$ cat src/sv/fcf_pkg.sv
`timescale 1ns / 1ps
`default_nettype none

package fcf_pkg;

  localparam int FORCE_BITS = 16;
  localparam int ADM_BITS   = 16;
  localparam int MAG_BITS   = 15;
  localparam int NUM_AXES   = 3;
  localparam int IDX_BITS   = 3;

  // Register indexes of the configuration port
  localparam logic [IDX_BITS-1:0] REG_OFFSET_X    = 3'd0;
  localparam logic [IDX_BITS-1:0] REG_OFFSET_Y    = 3'd1;
  localparam logic [IDX_BITS-1:0] REG_OFFSET_Z    = 3'd2;
  localparam logic [IDX_BITS-1:0] REG_ADMITTANCE  = 3'd3;
  localparam logic [IDX_BITS-1:0] REG_FORCE_GOAL  = 3'd4;
  localparam logic [IDX_BITS-1:0] REG_FORCE_LIMIT = 3'd5;
  localparam logic [IDX_BITS-1:0] REG_DEAD_BAND   = 3'd6;

  // Reset values
  localparam logic [ADM_BITS-1:0] ADM_RESET   = 16'd2621;
  localparam logic [MAG_BITS-1:0] GOAL_RESET  = 15'd2560;
  localparam logic [MAG_BITS-1:0] LIMIT_RESET = 15'd2560;
  localparam logic [MAG_BITS-1:0] DBAND_RESET = 15'd768;

  // Per-axis update modes chosen by the classify stage
  localparam logic [1:0] MODE_DECAY = 2'd0;
  localparam logic [1:0] MODE_TRACK = 2'd1;
  localparam logic [1:0] MODE_HOLD  = 2'd2;

  typedef logic signed [FORCE_BITS-1:0] force_t;

  typedef struct packed {
    force_t                offset_x;
    force_t                offset_y;
    force_t                offset_z;
    logic [ADM_BITS-1:0]   admittance;
    logic [MAG_BITS-1:0]   force_goal;
    logic [MAG_BITS-1:0]   force_limit;
    logic [MAG_BITS-1:0]   dead_band;
  } cfg_t;

  typedef struct packed {
    logic load_s1;
    logic load_out;
  } lane_ctrl_t;

endpackage

`default_nettype wire

$ cat src/sv/fcf_cfg.sv
`timescale 1ns / 1ps
`default_nettype none

module fcf_cfg (
  input  wire                             clk,
  input  wire                             rst_n,
  input  wire                             cfg_valid,
  output logic                            cfg_ready,
  input  wire  [fcf_pkg::IDX_BITS-1:0]    cfg_index,
  input  wire  [fcf_pkg::FORCE_BITS-1:0]  cfg_data,
  output fcf_pkg::cfg_t                   cfg_regs
);
  import fcf_pkg::*;

  cfg_t regs_r;
  cfg_t regs_nxt;

  assign cfg_ready = 1'b1;
  assign cfg_regs  = regs_r;

  always_comb begin
    regs_nxt = regs_r;
    if (cfg_valid) begin
      case (cfg_index)
        REG_OFFSET_X:    regs_nxt.offset_x    = cfg_data;
        REG_OFFSET_Y:    regs_nxt.offset_y    = cfg_data;
        REG_OFFSET_Z:    regs_nxt.offset_z    = cfg_data;
        REG_ADMITTANCE:  regs_nxt.admittance  = cfg_data;
        REG_FORCE_GOAL:  regs_nxt.force_goal  = cfg_data[MAG_BITS-1:0];
        REG_FORCE_LIMIT: regs_nxt.force_limit = cfg_data[MAG_BITS-1:0];
        REG_DEAD_BAND:   regs_nxt.dead_band   = cfg_data[MAG_BITS-1:0];
        default:         regs_nxt = regs_r;
      endcase
    end
  end

  always_ff @(posedge clk) begin
    if (!rst_n) begin
      regs_r.offset_x    <= '0;
      regs_r.offset_y    <= '0;
      regs_r.offset_z    <= '0;
      regs_r.admittance  <= ADM_RESET;
      regs_r.force_goal  <= GOAL_RESET;
      regs_r.force_limit <= LIMIT_RESET;
      regs_r.dead_band   <= DBAND_RESET;
    end else begin
      regs_r <= regs_nxt;
    end
  end

endmodule

`default_nettype wire

$ cat config.mk
export PLATFORM = sky130hd
export DESIGN_NAME = fcf_cfg
export DESIGN_NICKNAME = d
export VERILOG_FILES = /design/src/sv/fcf_pkg.sv /design/src/sv/fcf_cfg.sv
export SDC_FILE = /design/constraint.sdc
export NUM_CORES = 1
export LEC_CHECK = 0
export BUFFER_PORTS_ARGS = -buffer_cell sky130_fd_sc_hd__clkbuf_2
export CORE_MARGIN = 2
export CORE_UTILIZATION = 55
export CTS_BUF_LIST = sky130_fd_sc_hd__clkbuf_8
export CTS_CLUSTER_DIAMETER = 150
export DETAILED_ROUTE_END_ITERATION = 12
export PLACE_DENSITY = 0.88
export SYNTH_ARGS = -nofsm -noshare
export SYNTH_HDL_FRONTEND = slang
export SYNTH_SLANG_ARGS = --single-unit
$ cat constraint.sdc
create_clock -name clk -period 3.7 [get_ports clk]
set_input_delay 0.74 -clock clk [delete_from_list [all_inputs] [get_ports clk]]
set_output_delay 0.74 -clock clk [all_outputs]
set_load 0.005 [all_outputs]
==> results.yml <==
critical_path:
  crit_arrival_ps: 2340
  cp-start-kind: "input port"
  cp-end-kind: "flip-flop"
  critPathRequiredTime_ps: 3960
  path_max_fanout: 15
  criticalPathCategory: "in2reg"
timing:
  worst_pin_slew_ps: 1140
  hold_viol: 0
  fin_tns_setup_ps: 0
  maxSlewHeadroom: 0.235
  finalCritPeriodShare: 0.561
  timing.fmax_mhz: 481
  skew_ps: 0
  min_period_ps: 2080
  drv_slew: 0
  setup_viol: 0
  rsz0062_at_grt: "no"
detailed_routing:
  drt_iter0_markers: 114
  wl_per_cell_um: 15.4
  first_pass_iters: 4
  via_per_inst: 5.04
  drc_errors: 0
  num_vias: 3072
  wl_um: 9350
  antenna_left: 0
clocking:
  postCtsHoldBufs: 0
  post_cts_buffers: 0
  cts_buffer_depth: 2
  ctsHtreeMaxLevel: 3
  clock_latency_ps: 350
  clock-root-buffer: "clkbuf_8"
  cts_tree: "done"
  cts_buffers: 9
  clk_pin_slew_ps: 90
  ctsResizeCount: 0
  clock-sinks: 109
synth:
  synth_cells: 390
  ys_types: 14
  ys_warn_count: 0
  syn_area_mm2: 0.00406
  synth_seq_cells: 109
  postSynthAreaPerCell_um2: 10.4
  synth-seq-area-share: 0.537
  synth_fp_nets: 412
layout:
  diodes: 0
  final_cells: 609
  drive_above_1_share: 0.292
  areaGrowthSynthToFinish_pct: 21.0
  largest_reg_flops: 109
  mostFrequentLayoutCells: "clkbuf_2 (129), nand2_1 (112), mux2i_1 (109), dfxtp_1 (109), nor2b_1 (21)"
  final_common_cell: "clkbuf_2"
  nets: 528
die:
  ios: 132
  die_area_mm2: 0.00809
  core-area_mm2: 0.00721
  core.rowCount: 31
  initial_utilization: 0.563
  die_w_um: 90.0
  die_h_um: 90.0
global_route:
  grt_pass1_wl_um: 14900
  overflow: 0
  grt_pass1_vias: 2917
  grtUsageTotal: 0.230
  antenna_found_initial: 0
  grt_max_degree: 80
place:
  place_congestion: 0.820
  port_buffers: 130
  dp_hpwl_um: 6710
  place_inst: 594
worst_hold_path:
  min-delay-path-class: "reg2reg"
job:
  max_cap_viol_count: 0
status:
  outcome: "completed"
power:
  power.density_mw_per_mm2: 414
  leakage_uw: 0.00261
  vdd_drop_max_v: 0.000201
## cells in the mapped netlist, drive strengths merged
cell type,n,share of area
conb,1,0.00092
nand4bb,2,0.0055
clkbuf,14,0.013
mux2i,109,0.27
or4b,1,0.0025
nand2,112,0.10
nand4b,3,0.0065
dfxtp,109,0.54
and4b,1,0.0025
buf,16,0.026
nor4bb,1,0.0025
nor2b,21,0.032
## area by class of cell
type | count | area (um^2)
clock buffers | 9 | 124
multi-input cells | 251 | 1740
flip-flops and latches | 109 | 2180
fillers | 590 | 2300
well taps | 99 | 124
repair buffers | 135 | 691
clock inverters | 6 | 57.6
## critical path, stage by stage
cell	delay [ps]
clkbuf_2	150
nand4bb_1	990
mux2i_1	450
## metal layers
metal  global-route usage  up-vias  part of all wire
met5                    0        -                 0
met4               0.0872        0             0.020
met3               0.0453       15             0.051
met2                0.368      100              0.47
met1                0.311     1445              0.46
li1                     -     1512                 -
## power breakdown
| part | total (uW) | internal [uW] | switching [uW] |
|---|---|---|---|
| clock network | 674 | 304 | 371 |
| registers | 1210 | 1200 | 13.9 |
| logic | 150 | 61.4 | 88.4 |
## per-stage QoR
stage / utilization / total power [uW] / hold slack (ps) / cell area [um^2] / worst slack (ps)
finish: 0.682 / 2040 / 462 / 4920 / 1620
detailed placement: 0.657 / 1390 / 446 / 4740 / 1190
CTS: 0.682 / 2050 / 465 / 4920 / 1620
floorplan: - / 1330 / 451 / 4060 / 1850
global placement: 0.657 / 1380 / 443 / 4740 / 1390
global route: 0.682 / 2110 / 483 / 4920 / 1520
## final timing paths
| check | from | endpoint | slack [ps] | depth (start not counted) |
|---|---|---|---|---|
| worst min-delay path | cfg_regs[91]$_SDFFE_PN0P_ | cfg_regs[91]$_SDFFE_PN0P_ | 460 | 2 |
| worst max register to register | cfg_regs[44]$_SDFFE_PN0P_ | cfg_regs[44]$_SDFFE_PN0P_ | 3010 | 2 |
| worst max-delay path | cfg_index[1] | cfg_regs[36]$_SDFFE_PN0P_ | 1620 | 3 |
| worst min register to register | cfg_regs[91]$_SDFFE_PN0P_ | cfg_regs[91]$_SDFFE_PN0P_ | 460 | 2 |
## cells by family (layout without fill, tap and decap cells)
family	count (synthesis)	count (layout)	synth area share
AND/OR/NAND/NOR	141	141	0.155
multiplexers	109	109	0.268
flip-flops	109	109	0.537
buffers and inverters	30	150	0.0385
other	1	1	0.000923
(Power assumes the default switching activity.)
